### src/hw/rtl/rat_pkg.sv
// Shared types and constants for the rational accumulator ALU.
// Used by every module under hw/rtl; no dependencies.
package rat_pkg;

    // Word size of the number format; the limit clamps it to 2..32
    localparam int WORD_BITS = 32;
    localparam int LIM_W     = (WORD_BITS > 32) ? 32 : ((WORD_BITS < 2) ? 2 : WORD_BITS);

    // Internal datapath: products and reduced terms fit 64 bits, sums 66 signed
    localparam int DW   = 64;
    localparam int SW   = DW + 2;
    localparam int CW   = $clog2(DW);
    localparam logic [DW-1:0] LIM = (DW'(1) << (LIM_W - 1)) - DW'(1);

    // Opcodes
    typedef enum logic [2:0] {
        OP_LOAD = 3'd0,
        OP_ADD  = 3'd1,
        OP_SUB  = 3'd2,
        OP_MUL  = 3'd3,
        OP_DIV  = 3'd4,
        OP_CMP  = 3'd5
    } t_opcode;

    // Status codes
    localparam logic [1:0] ST_OK   = 2'd0;
    localparam logic [1:0] ST_DIVZ = 2'd1;
    localparam logic [1:0] ST_ZDEN = 2'd2;
    localparam logic [1:0] ST_OVF  = 2'd3;

    // Compare codes
    localparam logic [1:0] ORD_LT = 2'b11;
    localparam logic [1:0] ORD_EQ = 2'b00;
    localparam logic [1:0] ORD_GT = 2'b01;

    // Sequencer states
    typedef enum logic [12:0] {
        S_IDLE = 13'b0000000000001,
        S_M1   = 13'b0000000000010,
        S_M2   = 13'b0000000000100,
        S_M3   = 13'b0000000001000,
        S_M4   = 13'b0000000010000,
        S_SUM  = 13'b0000000100000,
        S_NEG  = 13'b0000001000000,
        S_RED  = 13'b0000010000000,
        S_GCD  = 13'b0000100000000,
        S_DIVN = 13'b0001000000000,
        S_DIVD = 13'b0010000000000,
        S_CHK  = 13'b0100000000000,
        S_DONE = 13'b1000000000000
    } t_state;

endpackage

### src/hw/rtl/rat_mul.sv
// 32x32 unsigned multiplier with registered product.
// Depends on rat_pkg for the product width.
module rat_mul import rat_pkg::*; (
    input  logic          i_clk,
    input  logic [31:0]   i_a,
    input  logic [31:0]   i_b,
    output logic [DW-1:0] o_prod
);

    logic [DW-1:0] r_prod;

    // one product per cycle, result in the next cycle
    always_ff @(posedge i_clk) begin
        r_prod <= DW'(i_a) * DW'(i_b);
    end

    assign o_prod = r_prod;

endmodule

### config.mk
export PLATFORM = sky130hd
export DESIGN_NAME = rat_mul
export DESIGN_NICKNAME = d
export VERILOG_FILES = /design/src/hw/rtl/rat_pkg.sv /design/src/hw/rtl/rat_mul.sv
export SDC_FILE = /design/constraint.sdc
export NUM_CORES = 2
export LEC_CHECK = 0
export BUFFER_PORTS_ARGS = -buffer_cell sky130_fd_sc_hd__buf_4
export CORE_MARGIN = 4
export CORE_UTILIZATION = 50
export DETAILED_ROUTE_END_ITERATION = 7
export PLACE_DENSITY_LB_ADDON = 0.1
export SLEW_MARGIN = 20
export SYNTH_ARGS = -nofsm -noshare
export SYNTH_HDL_FRONTEND = slang
export SYNTH_SLANG_ARGS = --single-unit
### constraint.sdc
create_clock -name i_clk -period 21.6 [get_ports i_clk]
set_clock_uncertainty 0.15 [all_clocks]
set_input_delay 2.16 -clock i_clk [delete_from_list [all_inputs] [get_ports i_clk]]
set_output_delay 2.16 -clock i_clk [all_outputs]
set_load 0.01 [all_outputs]
Word-level counts from Yosys, hierarchy flattened
Index checks and enable logic that the tools add are counted.
{"block": "word_totals", "in_bits": 65, "out_inout_bits": 64, "register_bits": 64, "elab_cells": 2, "mem_count": 0, "latch_bits": 0, "ramBits": 0, "romBits": 0}
{"block": "classes", "mul": 1, "reduce_logical": 0, "add_sub_neg": 0, "bitwise": 0, "eq_ne": 0, "n_mux": 0, "div": 0, "shift": 0, "n_lt_le_gt_ge": 0}
{"op": "$mul 32x32->64", "count": 1}

Logic depth before layout (Yosys ltp)
{"block": "logic_depth", "word_depth": 1, "depth_mapped": 29, "ltp_nobuf": 27}

Worst setup path before layout
No wires, ideal clock.
{"block": "synth_timing", "kind": "in2reg", "startpoint": "input i_a[25]", "endpoint": "register r_prod[62] (netlist: o_prod[62])", "path_stages": 25, "required_ns": 21.378, "path_buffers": 2, "setup_slack_ns": 12.537, "t_arrival_ns": 8.841, "setup_ns": 0.072, "path_cell_list": "clkbuf_1 > nand2_1 > fa_1 > inv_1 > fa_1 > inv_1 > fa_1 > inv_1 > fa_1 > fa_1 > fa_1 > fa_1 > inv_1 > fa_1 > inv_1 > ha_1 > buf_2 > nand4_1 > or4_1 > or3_1 > a31oi_1 > a31o_2 > a211oi_1 > o21ai_1 > xor2_1"}
{"block": "synth_via", "elab_chain_len": 1}
{"item": "start, declared", "line": "rat_mul.sv:5", "rtl": "input logic [31:0] i_a,"}
{"item": "$mul 32x32->64", "line": "rat_mul.sv:14", "rtl": "r_prod <= DW'(i_a) * DW'(i_b);"}
{"item": "end signal, assigned", "line": "rat_mul.sv:14"}
{"item": "end, declared", "line": "rat_mul.sv:10", "rtl": "logic [DW-1:0] r_prod;"}
No other way between the ends.

Final worst setup path
{"block": "layout_timing", "startpoint": "input i_b[24]", "endpoint": "register r_prod[62] (netlist: o_prod[62])"}
{"block": "layout_via", "elab_chain_len": 1}
{"item": "start, declared", "line": "rat_mul.sv:6", "rtl": "input logic [31:0] i_b,"}
{"item": "$mul 32x32->64", "line": "rat_mul.sv:14"}
No other way between the ends.

==> PnR_summary.wiki <==
{| class="wikitable"
! Metric !! Value
|-
| Post-layout min period || 9730 ps
|-
| Half-perimeter wire length of the detailed placement result || 75400 um
|-
| Worst hold endpoint || o_prod[0]
|-
| Transition time of the tightest slew-check pin || 733 ps
|-
| Max FFs per register || 64
|-
| Overall routed net length || 95600 um
|-
| Largest incremental delay on the critical path || 610 ps
|-
| Depth of the worst hold-timing path || 2
|-
| Resized Gates After CTS || 0
|-
| Placeable Area || 68700 um2
|-
| CP Class || in2reg
|-
| Number of buffers created by CTS || 9
|-
| Max-capacitance violation count || 0
|-
| Data required, critical path || 21720 ps
|-
| Via count of the first global-routing pass || 27100
|-
| Async set-or-reset flop fraction in the synthesized netlist || 0
|-
| CP startpoint kind || input port
|-
| Final design area excluding fillers || 36300 um2
|-
| Worst setup slack before clock tree synthesis || 11640 ps
|-
| Share of synthesized area occupied by flip-flops and latches || 0.0369
|-
| Gr usage total || 0.270
|-
| Std-Cell Rows || 96
|-
| 1st-pass router iterations || 7
|-
| Wire length per cell || 20.8 um
|-
| Worst relative slew slack || 0.508
|-
| Largest net degree at the start of global routing || 33
|-
| Crit Path Max Fanout || 32
|-
| Antenna violations before repair || 0
|-
| Number of remaining DRC errors || 0
|-
| Arrival time at the worst endpoint || 9850 ps
|-
| Number of enable-type register cells in the synthesized netlist || 0
|-
| H-Tree Level Count || 3
|-
| Cell with the biggest individual delay on the critical path || fa_1
|-
| Number of pins with negative max-slew slack in the final report || 0
|-
| Post-detailed-placement cell area || 36000 um2
|-
| Number of port buffers || 128
|-
| Setup violations, final || 0
|-
| Clock sink count || 64
|-
| Count of warnings emitted by yosys || 0
|-
| Die outline width || 271 um
|-
| Flops & latches, synth || 64
|-
| Wire length of the first global-routing pass || 154000 um
|-
| CTS hold repair buffers || 0
|-
| Count of vias placed by the detailed router || 24400
|-
| TritonCTS clock tree || done
|-
| Most Frequent Cell on Critical Path || fa_1
|-
| Count of cell types in the netlist || 57
|-
| Final net count || 4891
|-
| Clock transition at the registers of the reported paths || 50 ps
|-
| Capturing element type of the critical path || flop
|-
| Post-synthesis instance area || 34700 um2
|-
| Count of inserted antenna diode cells || 0
|-
| Effective utilization at floorplan || 0.505
|-
| Detail-routed via count per cell || 5.30
|-
| Total negative slack for setup checks || 0 ps
|-
| Ratio of cells with drive above 1 in the final layout || 0.0436
|-
| Gp weighted congestion || 0.881
|-
| List of cells traversed by the critical path || buf_4 > nand2_1 > fa_1 > inv_1 > fa_1 > fa_1 > fa_1 > fa_1 > fa_1 > fa_1 > inv_1 > fa_1 > inv_1 > ha_1 > nand4_1 > or4_1 > or3_1 > a31oi_1 > a31o_2 > a211oi_1 > o21ai_1 > xor2_1
|-
| Unrepaired setup endpoints after global routing || false
|-
| Classification of the worst-slack hold path || in2reg
|-
| Dominant register cell in the synthesized netlist || dfxtp_1
|-
| Run status || finished, final reports clean
|-
| Area growth from synthesis to layout || 4.62%
|-
| Crit share post-route || 0.451
|-
| Iter 0 DRT Violations || 1309
|-
| Floorplan die area || 73600 um2
|-
| Min-delay src || i_b[0]
|-
| Maximum clock insertion buffer count || 2
|-
| Post-DRT Antenna Nets || 0
|-
| Final hold violations || 0
|-
| Boundary pin count || 129
|-
| Fill count || 6566
|-
| Syn Inst Count || 3748
|-
| Die height || 271 um
|-
| Cell at the root of the clock tree || clkbuf_16
|-
| Global route overflow || 0
|-
| Maximum clock frequency || 103 MHz
|-
| Worst setup margin || 11870 ps
|-
| Average cell area after synthesis || 9.25 um2
|-
| Nets in the synthesized netlist || 4972
|-
| Start point of the critical path || i_b[24]
|-
| Number of setup buffers added after CTS || 0
|}
kinds of logic after synthesis:
group	Yosys count	share of synthesized area
multiplexers	1	0.000289
AO/OA/AOI/OAI	202	0.0415
AND/OR/NAND/NOR	1177	0.176
adder cells (fa/ha/maj)	1159	0.612
flip-flops	64	0.0369
buffers and inverters	1085	0.118
XOR/XNOR	60	0.0152
metrics by stage:
step | util | hold slack (ps) | cells
CTS | 0.528 | 2180 | 4603
floorplan | - | 2140 | 3748
detailed placement | 0.524 | 2400 | 4587
global placement | 0.524 | 2400 | 4587
finish | 0.528 | 2170 | 4603
global route | 0.528 | 2180 | 4603
synthesized netlist by cell type, types with 4 or more instances:
master	instances	area (um2)
a21oi_1	63	315
inv_1	865	3250
nor2_1	20	75.1
nand3_1	10	50.1
xor2_1	25	219
o21ai_0	21	105
clkbuf_1	213	800
and2_1	602	3770
xnor2_1	35	307
buf_2	6	30.0
a31oi_1	12	75.1
ha_1	263	3290
nor3_1	7	35.0
a21o_1	40	300
nand4_1	23	144
o21ai_1	5	25.0
dfxtp_1	64	1280
o21a_1	9	67.6
nand2_1	480	1800
o21bai_1	10	75.1
a221o_1	4	40.0
and3_1	14	87.6
fa_1	896	17900
cells in the final DEF (no fill, tap or decap), types with 23 or more instances in the layout:
master,count
a21o_1,40
a21oi_1,63
and2_1,602
buf_4,128
dfxtp_1,64
fa_1,896
ha_1,263
inv_1,865
nand2_1,480
nand4_1,23
xnor2_1,35
xor2_1,25
final cells by class:
cell class	count	area, um2	share of cell area
clock buffer	12	256	0.00707
sequential	64	1280	0.0353
inverter	865	3250	0.0895
multi-input combinational	2599	29300	0.808
timing repair buffer	128	961	0.0265
clock inverter	4	52.6	0.00145
tap	931	1160	0.0321
worst max path at each step:
| stage | endpoint | slack [ps] | cells past startpoint |
|---|---|---|---|
| 3_5_place_dp | o_prod[62] | 11640 | 23 |
| 6_report | o_prod[62] | 11870 | 22 |
| 3_3_place_gp | o_prod[62] | 11740 | 23 |
| 4_1_cts | o_prod[62] | 11990 | 23 |
| 2_1_floorplan | o_prod[62] | 12540 | 25 |
| 5_1_grt | o_prod[62] | 11570 | 22 |
critical path, delay by kind of cell:
| kind | cells | cell delay [ps] |
|---|---|---|
| simple gates | 4 | 1250 |
| compound gates | 4 | 1130 |
| buf+inv | 4 | 520 |
| xor+xnor | 1 | 150 |
| fa+ha+maj | 9 | 4530 |
metal layers:
layer / up-vias / global-route usage / wire [um]
met5: - / 0 / 0
met4: 0 / 0.105 / 4690
met3: 197 / 0.0262 / 3850
met2: 637 / 0.496 / 50900
met1: 12900 / 0.328 / 36200
li1: 10700 / - / -
Power is left out: the tool's default activity adds up to more than one toggle a clock period on the data nets, which glitch-free logic cannot reach.
