**src/hw/rtl/rat_pkg.sv**
```systemverilog
// Shared types and constants for the rational accumulator ALU.
// Used by every module under hw/rtl; no dependencies.
package rat_pkg;

    // Word size of the number format; the limit clamps it to 2..32
    localparam int WORD_BITS = 32;
    localparam int LIM_W     = (WORD_BITS > 32) ? 32 : ((WORD_BITS < 2) ? 2 : WORD_BITS);

    // Internal datapath: products and reduced terms fit 64 bits, sums 66 signed
    localparam int DW   = 64;
    localparam int SW   = DW + 2;
    localparam int CW   = $clog2(DW);
    localparam logic [DW-1:0] LIM = (DW'(1) << (LIM_W - 1)) - DW'(1);

    // Opcodes
    typedef enum logic [2:0] {
        OP_LOAD = 3'd0,
        OP_ADD  = 3'd1,
        OP_SUB  = 3'd2,
        OP_MUL  = 3'd3,
        OP_DIV  = 3'd4,
        OP_CMP  = 3'd5
    } t_opcode;

    // Status codes
    localparam logic [1:0] ST_OK   = 2'd0;
    localparam logic [1:0] ST_DIVZ = 2'd1;
    localparam logic [1:0] ST_ZDEN = 2'd2;
    localparam logic [1:0] ST_OVF  = 2'd3;

    // Compare codes
    localparam logic [1:0] ORD_LT = 2'b11;
    localparam logic [1:0] ORD_EQ = 2'b00;
    localparam logic [1:0] ORD_GT = 2'b01;

    // Sequencer states
    typedef enum logic [12:0] {
        S_IDLE = 13'b0000000000001,
        S_M1   = 13'b0000000000010,
        S_M2   = 13'b0000000000100,
        S_M3   = 13'b0000000001000,
        S_M4   = 13'b0000000010000,
        S_SUM  = 13'b0000000100000,
        S_NEG  = 13'b0000001000000,
        S_RED  = 13'b0000010000000,
        S_GCD  = 13'b0000100000000,
        S_DIVN = 13'b0001000000000,
        S_DIVD = 13'b0010000000000,
        S_CHK  = 13'b0100000000000,
        S_DONE = 13'b1000000000000
    } t_state;

endpackage

```
**src/hw/rtl/rat_addsub.sv**
```systemverilog
// Shared signed add/subtract unit used for sums, negation, gcd steps and division.
// Depends on rat_pkg for the datapath width.
module rat_addsub import rat_pkg::*; (
    input  logic [SW-1:0] i_x,
    input  logic [SW-1:0] i_y,
    input  logic          i_sub,
    output logic [SW-1:0] o_sum,
    output logic          o_neg
);

    // x + y or x - y, two's complement
    always_comb begin
        o_sum = i_sub ? (i_x - i_y) : (i_x + i_y);
        o_neg = o_sum[SW-1];
    end

endmodule

```
**config.mk**
```make
export PLATFORM = sky130hd
export DESIGN_NAME = rat_addsub
export DESIGN_NICKNAME = d
export VERILOG_FILES = /design/src/hw/rtl/rat_pkg.sv /design/src/hw/rtl/rat_addsub.sv
export SDC_FILE = /design/constraint.sdc
export NUM_CORES = 1
export LEC_CHECK = 0
export ABC_CLOCK_PERIOD_IN_PS = 10200
export BUFFER_PORTS_ARGS = -buffer_cell sky130_fd_sc_hd__buf_2
export CORE_MARGIN = 3
export CORE_UTILIZATION = 40
export DETAILED_ROUTE_END_ITERATION = 16
export GPL_TIMING_DRIVEN = 0
export PLACE_DENSITY_LB_ADDON = 0.2
export SKIP_LAST_GASP = 1
export SYNTH_ARGS = -nofsm -noshare
export SYNTH_HDL_FRONTEND = slang
export SYNTH_SLANG_ARGS = --single-unit
```
**constraint.sdc**
```tcl
create_clock -name vclk -period 10.2
set_input_delay 1.02 -clock vclk [all_inputs]
set_output_delay 1.02 -clock vclk [all_outputs]
set_load 0.05 [all_outputs]
```
# Word level (Yosys, flattened, before mapping)
# Index checks and enable logic that the tools add are counted.
[totals]
ff_bits = 0
in_bits = 133
output_inout_bits = 67
wordCells = 3
[classes]
addsub = 2
n_mux = 1
[op_table]
columns = ["op", "n"]
rows = [
  ["$add 66x66->66", 1],
  ["$mux 66", 1],
  ["$sub 66x66->66", 1],
]

# Depth between registers and ports, before layout
# Gate-level depths: netlist of run 1.
[depth]
depth_word = 2
depth_mapped = 23
mapped_depth_nobuf = 21

# Worst setup path after synthesis of run 1
# Ideal clock, no wire load.
[synth_path]
path_type = "input to output"
from = "input port i_y[11]"
to = "output port o_sum[63]"
arrival_ns = 6.056
required_ns = 9.180
slack_ns = 3.124
stages = 20
path_buffers = 2
cell_sequence = "or4_4 -> or4_1 -> nor2b_1 -> and2_1 -> and3b_1 -> clkbuf_1 -> a31oi_1 -> xnor2_1 -> ha_1 -> clkbuf_1 -> a21o_1 -> a21o_1 -> a221oi_1 -> o21ai_1 -> o31a_1 -> a41oi_1 -> o31ai_1 -> a31oi_1 -> o21ai_1 -> xnor2_1"
[synth_via]
elab_chain_len = 2
[synth_rtl]
columns = ["element", "line", "rtl"]
rows = [
  ["start, declared", "rat_addsub.sv:5", "input logic [SW-1:0] i_y,"],
  ["$add 66x66->66 / $sub 66x66->66 (equally long branches)", "rat_addsub.sv:13", "o_sum = i_sub ? (i_x - i_y) : (i_x + i_y);"],
  ["$mux 66 (*)", "rat_addsub.sv:13", ""],
  ["end, declared", "rat_addsub.sv:7", "output logic [SW-1:0] o_sum,"],
]
# Mark *: on every way between the ends. The rest lies on a longest branch, timed or not.

# Final worst setup path of run 1
[layout_path]
from = "input port i_y[3]"
to = "output port o_sum[63]"
# Same word-level chain as after synthesis.

==> out/qor.yml, run 1 <==
syn_area_per_cell_um2: 6.474
synth_adder_area_share: 0.1584
worst-setup-path-type: "input port to primary output"
synth_cell_types: 58
nClkBuffers: 0
arrival_ns: 7.24
place_inst: 1197
hold_violations: 0
yosys_warnings: 0
pin_count: 200
port-buffer-count: 200
layout.cells.non_filler: 1197
track_usage: 0.2441
grt_pass1_vias: 6162
startpoint_type: "input port"
grt_pass1_wl_mm: 30.13
finalWirelength_mm: 19.16
final_area_um2: 6558
layout-drive-gt1-share: 0.2088
num_vias: 6751
muxShareOfSynthArea: 0.005856
slew_headroom: 0.5236
firstDrtPassIters: 6
hp-class: "input port to primary output"
drt-initial-drc-count: 600
crit_path_end_kind: "primary output"
viasPerCell: 5.640
maxClockFrequency_ghz: 0.1210
die_y_um: 121.6
worst_slew_pin_slew_ns: 0.7146
antenna_cells: 0
synthXorXnorAreaFrac: 0.2082
finalSetupTns_ns: 0
post-route-drc-count: 0
ys_seq_area_frac: 0
synth_area_um2: 5341
seqCellArea_um2: 0
total_power_w: 0.0009020
gp_congestion: 0.9687
fin_crit_ns: 8.262
synthSimpleGateAreaFrac: 0.2546
hold-worst-slack_ns: 2.506
start_util: 0.4165
rsz0062_at_grt: "false"
wire_per_inst_um: 16.01
fin_crit_sh: 0.8100
synthTopCellsByArea: "xnor2_1 (16%), ha_1 (15%), a21oi_1 (10%)"
postCtsSetupRepairBufs: 0
hold_buffers: 0
drv_cap: 0
crit_fanout: 10
rows: 41
slew_violations: 0
synth_top_family_by_area: "compound AO/OA/AOI/OAI gates"
nets: 1227
hpwl_mm: 16.39
syn_to_final_growth_pct: 22.77
grt_overflow: 0
leakagePower_nw: 2.982
synth_nets: 1025
synth_area_leader_cell: "xnor2_1"
synth_compound_area_frac: 0.3188
status: "finished clean"
ir_drop_mv: 0.1054
setup_viol: 0
grt_max_degree: 11
cts-resized-gates: 0
die-area_um2: 14780
place_area_um2: 6558
antenna_found_initial: 0
synth_top_area_frac: 0.1640
syn_inst: 825
worstPathRequired_ns: 9.18
final_antenna_net_count: 0
power_density_nw_per_um2: 137.5
core-area_um2: 12820
dieWidth_um: 121.6
seq_cells: 0
-- path summary, 6_finish.rpt --
| path | depth (start not counted) | startpoint | endpoint | slack, ns |
|---|---|---|---|---|
| setup / recovery | 21 | i_y[3] | o_sum[63] | 1.94 |
| hold / removal | 4 | i_y[0] | o_sum[0] | 2.51 |
-- layer usage --
layer / vias up / GRT usage / routed length [um]
li1: 3410 / - / -
met1: 3029 / 0.3618 / 8962
met2: 290 / 0.3983 / 8529
met3: 22 / 0.02136 / 1463
met4: 0 / 0.02451 / 204
met5: - / 0 / 0
-- logic make-up after synthesis --
| logic type | count (synthesis) |
|---|---|
| buf+inv | 75 |
| compound gates | 278 |
| fa+ha+maj | 67 |
| xor+xnor | 127 |
| simple gates | 275 |
| mux | 3 |
-- area by class of cell --
cell class	instances	area (um2)
inverter	35	131.4
buffer	40	157.7
fill	1400	6267
timing repair buffer	200	1001
multi-input combinational	750	5052
tap	172	215.2
-- per-stage QoR --
step                setup slack (ns)  utilization
detailed placement             2.039       0.5113
CTS                            2.012       0.5113
floorplan                      3.124            -
global placement               1.963       0.5113
global route                   1.595       0.5113
finish                         1.938       0.5113
-- cell usage after synthesis (all sizes together), types with 3 or more instances --
cell	count
a21oi	110
xnor2	100
nor2	83
ha	66
nand2	64
o21ai	45
clkbuf	38
inv	35
a21o	31
nor3	28
nand4	27
xor2	27
o21bai	22
a31oi	20
nand3	18
nor4	12
o21a	9
or3	9
and2	8
a211oi	6
a21boi	6
and3	4
and4	4
nand2b	4
nor2b	4
a221oi	3
a41oi	3
o211ai	3
o221ai	3
or4	3
-- report_power, final --
group / switching [W] / internal (W)
clock network: 0 / 0
logic: 0.000643 / 0.000259
registers: 0 / 0
-- critical path: stages --
cell      delay [ns]
buf_2           0.12
or3_1           0.38
nor4_1          0.42
and2_1          0.31
nor2b_1         0.24
and2_1          0.32
and3b_1         0.20
clkbuf_1        0.25
a31oi_1         0.26
xnor2_1         0.22
ha_1            0.29
clkbuf_1        0.33
nand4_1         0.28
or3_1           0.40
nor2_1          0.19
a41oi_1         0.32
o31ai_1         0.72
a31oi_1         0.32
o21ai_1         0.22
xnor2_1         0.14
buf_2           0.28
-- cell usage in the layout (no fill, tap or decap), drive strengths merged, types with 6 or more instances in the layout --
cell type / n
a31oi: 20
a21oi: 110
o21ai: 45
o21bai: 22
nor4: 12
nor2: 83
a21boi: 6
and2: 8
xor2: 27
xnor2: 100
a211oi: 6
nor3: 28
o21a: 9
buf: 202
clkbuf: 38
nand4: 27
ha: 66
inv: 35
or3: 9
a21o: 31
nand3: 18
nand2: 64
Power figures use the tool's default switching activity.
==> run 2, diff against run 1 <==
Settings changed: ABC_AREA set to 1, ABC_CLOCK_PERIOD_IN_PS 10200 to 7000.
Clock period 10.2 ns to 7 ns, I/O delays scaled along.
==> out/qor.yml, run 2 <==
multiInputGateArea_um2: 6780
yosys_warnings: 0
syn_area_per_cell_um2: 4.723
wire_per_inst_um: 16.22
synth_area_leader_cell: "nand2_1"
finalWirelength_mm: 35.36
worst-setup-path-type: "input port to primary output"
pin_count: 200
setup_viol: 0
seqCellArea_um2: 0
maxClockFrequency_ghz: 0.1944
crit_path_end_kind: "primary output"
worst_slew_pin_slew_ns: 0.6672
grt_pass1_vias: 10060
grt_pass1_wl_mm: 52.44
antenna_cells: 0
grt_max_degree: 11
arrival_ns: 4.44
fin_crit_sh: 0.7349
grt_overflow: 0
nClkBuffers: 0
synth_nets: 1916
synthTopCellsByArea: "nand2_1 (28%), inv_1 (16%), nor2_1 (11%)"
start_util: 0.4124
gp_congestion: 1.005
drv_cap: 0
hold_violations: 0
final_cell_mix: "nand2_1 (607), inv_1 (340), nor2_1 (245), buf_2 (202), nand3_1 (92)"
syn_inst: 1716
viasPerCell: 5.018
num_vias: 10939
postCtsSetupRepairBufs: 0
slew_headroom: 0.5505
seq_cells: 0
worstPathRequired_ns: 6.30
die-area_um2: 22010
layout_commonest_cell: "nand2_1"
firstDrtPassIters: 6
startpoint_type: "input port"
port-buffer-count: 199
ys_seq_area_frac: 0
status: "finished clean"
hp-class: "input port to primary output"
dieWidth_um: 148.4
setup_ws_ns: 1.856
antenna_found_initial: 0
layout-drive-gt1-share: 0.1201
slew_violations: 0
yosysMostFrequentCell: "nand2_1"
core-area_um2: 19650
hold_buffers: 0
startpoint: "i_y[31]"
cts-resized-gates: 0
wl_met2_mm: 16.15
synth_top_area_frac: 0.2811
final_antenna_net_count: 0
crit_fanout: 5
leakagePower_nw: 5.535
place_ws_ns: 1.970
synth_cell_types: 35
top_layer: "met4"
min_from: "i_y[0]"
dr_wl_met3_mm: 2.263
power_density_nw_per_um2: 142.4
post-route-drc-count: 0
drt-initial-drc-count: 864
die_y_um: 148.4
rows: 51
rsz0062_at_grt: "false"
fin_crit_ns: 5.144
syn_to_final_growth_pct: 16.38
wl_met1_mm: 16.26
finalSetupTns_ns: 0
synth_area_um2: 8105
ir_drop_mv: 0.1524
hold-worst-slack_ns: 1.879
fillers: 2410
hpwl_mm: 32.22
nets: 2117
track_usage: 0.3053
synth_common_cells: "nand2_1 (607), inv_1 (340), nor2_1 (245), nand3_1 (92), a21oi_1 (87)"
[run 2: stage by stage]
stage / cell area (um2) / utilization / std cells / total power [W]
global placement: 9433 / 0.4799 / 2180 / 0.001324
floorplan: 8105 / - / 1716 / 0.0009617
CTS: 9433 / 0.4799 / 2180 / 0.001329
detailed placement: 9433 / 0.4799 / 2180 / 0.001326
finish: 9433 / 0.4799 / 2180 / 0.001343
global route: 9433 / 0.4799 / 2180 / 0.001448
[run 2: worst paths after layout]
path / depth (start not counted) / slack [ns] / end
setup / recovery: 20 / 1.86 / o_sum[55]
hold / removal: 4 / 1.88 / o_sum[0]
[run 2: routing by layer]
layer,vias up,global-route usage
met4,0,0.04711
met1,4796,0.4300
li1,5673,-
met2,441,0.5268
met5,-,0
met3,29,0.01523
[run 2: area by class of cell]
| class | instances | share of cell area |
|---|---|---|
| Buffer | 11 | 0.005173 |
| Inverter | 340 | 0.1353 |
| Multi-Input combinational cell | 1365 | 0.7188 |
| Tap cell | 265 | 0.03515 |
| Timing Repair Buffer | 199 | 0.1056 |
[run 2: kinds of logic (layout without fill, tap and decap cells)]
logic type / after synthesis / after routing / share of synthesized area
AOI/OAI and AO/OA: 174 / 174 / 0.1124
xor gates and xnor gates: 91 / 91 / 0.09833
adders and majority gates: 67 / 67 / 0.1044
buffers and inverters: 351 / 550 / 0.1635
and+or+nand+nor: 1033 / 1033 / 0.5215
[run 2: critical path, stage by stage]
cell and delay, ns:
buf_2 0.13, nor2_1 0.28, nand3_1 0.17, nor2_1 0.22
nand2_1 0.17, nor3_1 0.32, xor2_1 0.17, nand2_1 0.07
o21ai_0 0.18, ha_1 0.40, a21oi_1 0.34, inv_1 0.07
nor2_1 0.22, o21ai_0 0.22, inv_1 0.09, nand2_1 0.10
a21oi_1 0.18, nand3_1 0.09, nand2_1 0.07, buf_2 0.25
[run 2: power breakdown]
group	leakage [nW]	internal, W	switching, W
clock network	0	0	0
registers	0	0	0
logic	5.54	0.000341	0.00100
total	5.54	0.000341	0.00100
==> run 3, diff against run 2 <==
Settings changed: ABC_CLOCK_PERIOD_IN_PS 7000 to 4700.
Clock period 7 ns to 4.7 ns, I/O delays scaled along.
==> out/qor.yml, run 3 (synthesis results as in run 2) <==
arrival_ns: 4.08
die-area_um2: 22010
firstDrtPassIters: 6
worstPathRequired_ns: 4.23
top_usage_layer: "met2"
slew_headroom: 0.5438
slowest_stage: "ha_1"
antenna_cells: 0
maxClockFrequency_ghz: 0.2196
fin_crit_sh: 0.9687
cp_cell_sequence: "buf_2, inv_1, ha_1, nand2_1, nor2_2, inv_1, nor2_1, xor2_1, nand2_1, o21ai_0, ha_1, a21oi_1, o21ai_0, inv_1, nand2_1, a21oi_1, nand2_1, nand2_1, nand3_1, nand2_1, buf_4, buf_2"
die_y_um: 148.4
drt-initial-drc-count: 934
syn_to_final_growth_pct: 16.73
start_util: 0.4124
postCtsSetupRepairBufs: 0
setup_ws_ns: 0.1471
final_cell_mix: "nand2_1 (607), inv_1 (340), nor2_1 (241), buf_2 (202), nand3_1 (92)"
place_ws_ns: 0.1297
crit_path_end_kind: "primary output"
finalSetupTns_ns: 0
grt_pass1_vias: 10060
hold_buffers: 0
critPathCapture: "o_sum[65]"
crit_cells: 22
fillers: 2407
worst-setup-path-type: "input port to primary output"
total_power_w: 0.002001
final_antenna_net_count: 0
port-buffer-count: 199
finalWirelength_mm: 35.39
power_density_nw_per_um2: 211.5
core-area_um2: 19650
gp_congestion: 1.005
hp-class: "input port to primary output"
grt_max_degree: 11
crit_fanout: 5
crit_path_max_incr_delay_ns: 0.40
wire_per_inst_um: 16.23
grt_overflow: 0
seq_cells: 0
worst_slew_pin_slew_ns: 0.6772
grt_util_met3: 0.01523
startpoint_type: "input port"
fin_crit_ns: 4.553
rsz0062_at_grt: "false"
viasPerCell: 5.001
dieWidth_um: 148.4
post-route-drc-count: 0
hold-worst-slack_ns: 1.419
pin_count: 200
seqCellArea_um2: 0
cts-resized-gates: 0
grt_pass1_wl_mm: 52.44
track_usage: 0.3053
slew_violations: 0
drv_cap: 0
rows: 51
leakagePower_nw: 5.536
nets: 2117
crit_top_cell: "nand2_1"
hpwl_mm: 32.22
layout-drive-gt1-share: 0.1243
grt_util_met1: 0.4300
layout_commonest_cell: "nand2_1"
status: "finished clean"
nClkBuffers: 0
antenna_found_initial: 0
crit_buf_inv: 6
num_vias: 10902
hold_violations: 0
use_met2: 0.5268
critPathTopFamily: "simple AND/OR/NAND/NOR gates"
ir_drop_mv: 0.2269
setup_viol: 0
startpoint: "i_y[1]"
## run 3: cell counts in the layout (fill, tap and decap cells not counted)
Identical to the previous run, type by type.
## run 3: where the power goes
part           internal, W  total, W  switching, W
sequential               0         0             0
clock                    0         0             0
combinational     0.000508   0.00200       0.00149
## run 3: per-layer routing
metal	part of all wire	vias up
met2	0.46	411
met5	0	-
met1	0.45	4785
met4	0.016	0
met3	0.069	29
li1	-	5677
## run 3: area by class of cell
| cell class | instances | area [um2] | area share |
|---|---|---|---|
| Multi-Input combinational cell | 1365 | 6809 | 0.7197 |
| Inverter | 340 | 1276 | 0.1349 |
| Timing Repair Buffer | 199 | 996.0 | 0.1053 |
| Tap cell | 265 | 331.6 | 0.03504 |
| Buffer | 11 | 48.80 | 0.005157 |
## run 3: metrics by stage
stage	utilization	instance area [um2]	cells
floorplan	-	8105	1716
global placement	0.4799	9433	2180
detailed placement	0.4799	9433	2180
CTS	0.4799	9433	2180
global route	0.4814	9462	2180
finish	0.4814	9462	2180
## run 3: worst min path at each step
stage	end	cells after the start	startpoint
5_1_grt	o_sum[0]	4	i_y[0]
3_3_place_gp	o_sum[0]	4	i_y[0]
6_report	o_sum[0]	4	i_y[0]
3_5_place_dp	o_sum[0]	4	i_y[0]
2_1_floorplan	o_sum[0]	2	i_y[0]
4_1_cts	o_sum[0]	4	i_y[0]
## run 3: worst min-delay path, cell delays in order
cell   delay, ns
buf_2       0.12
ha_1        0.12
inv_1       0.03
buf_2       0.20
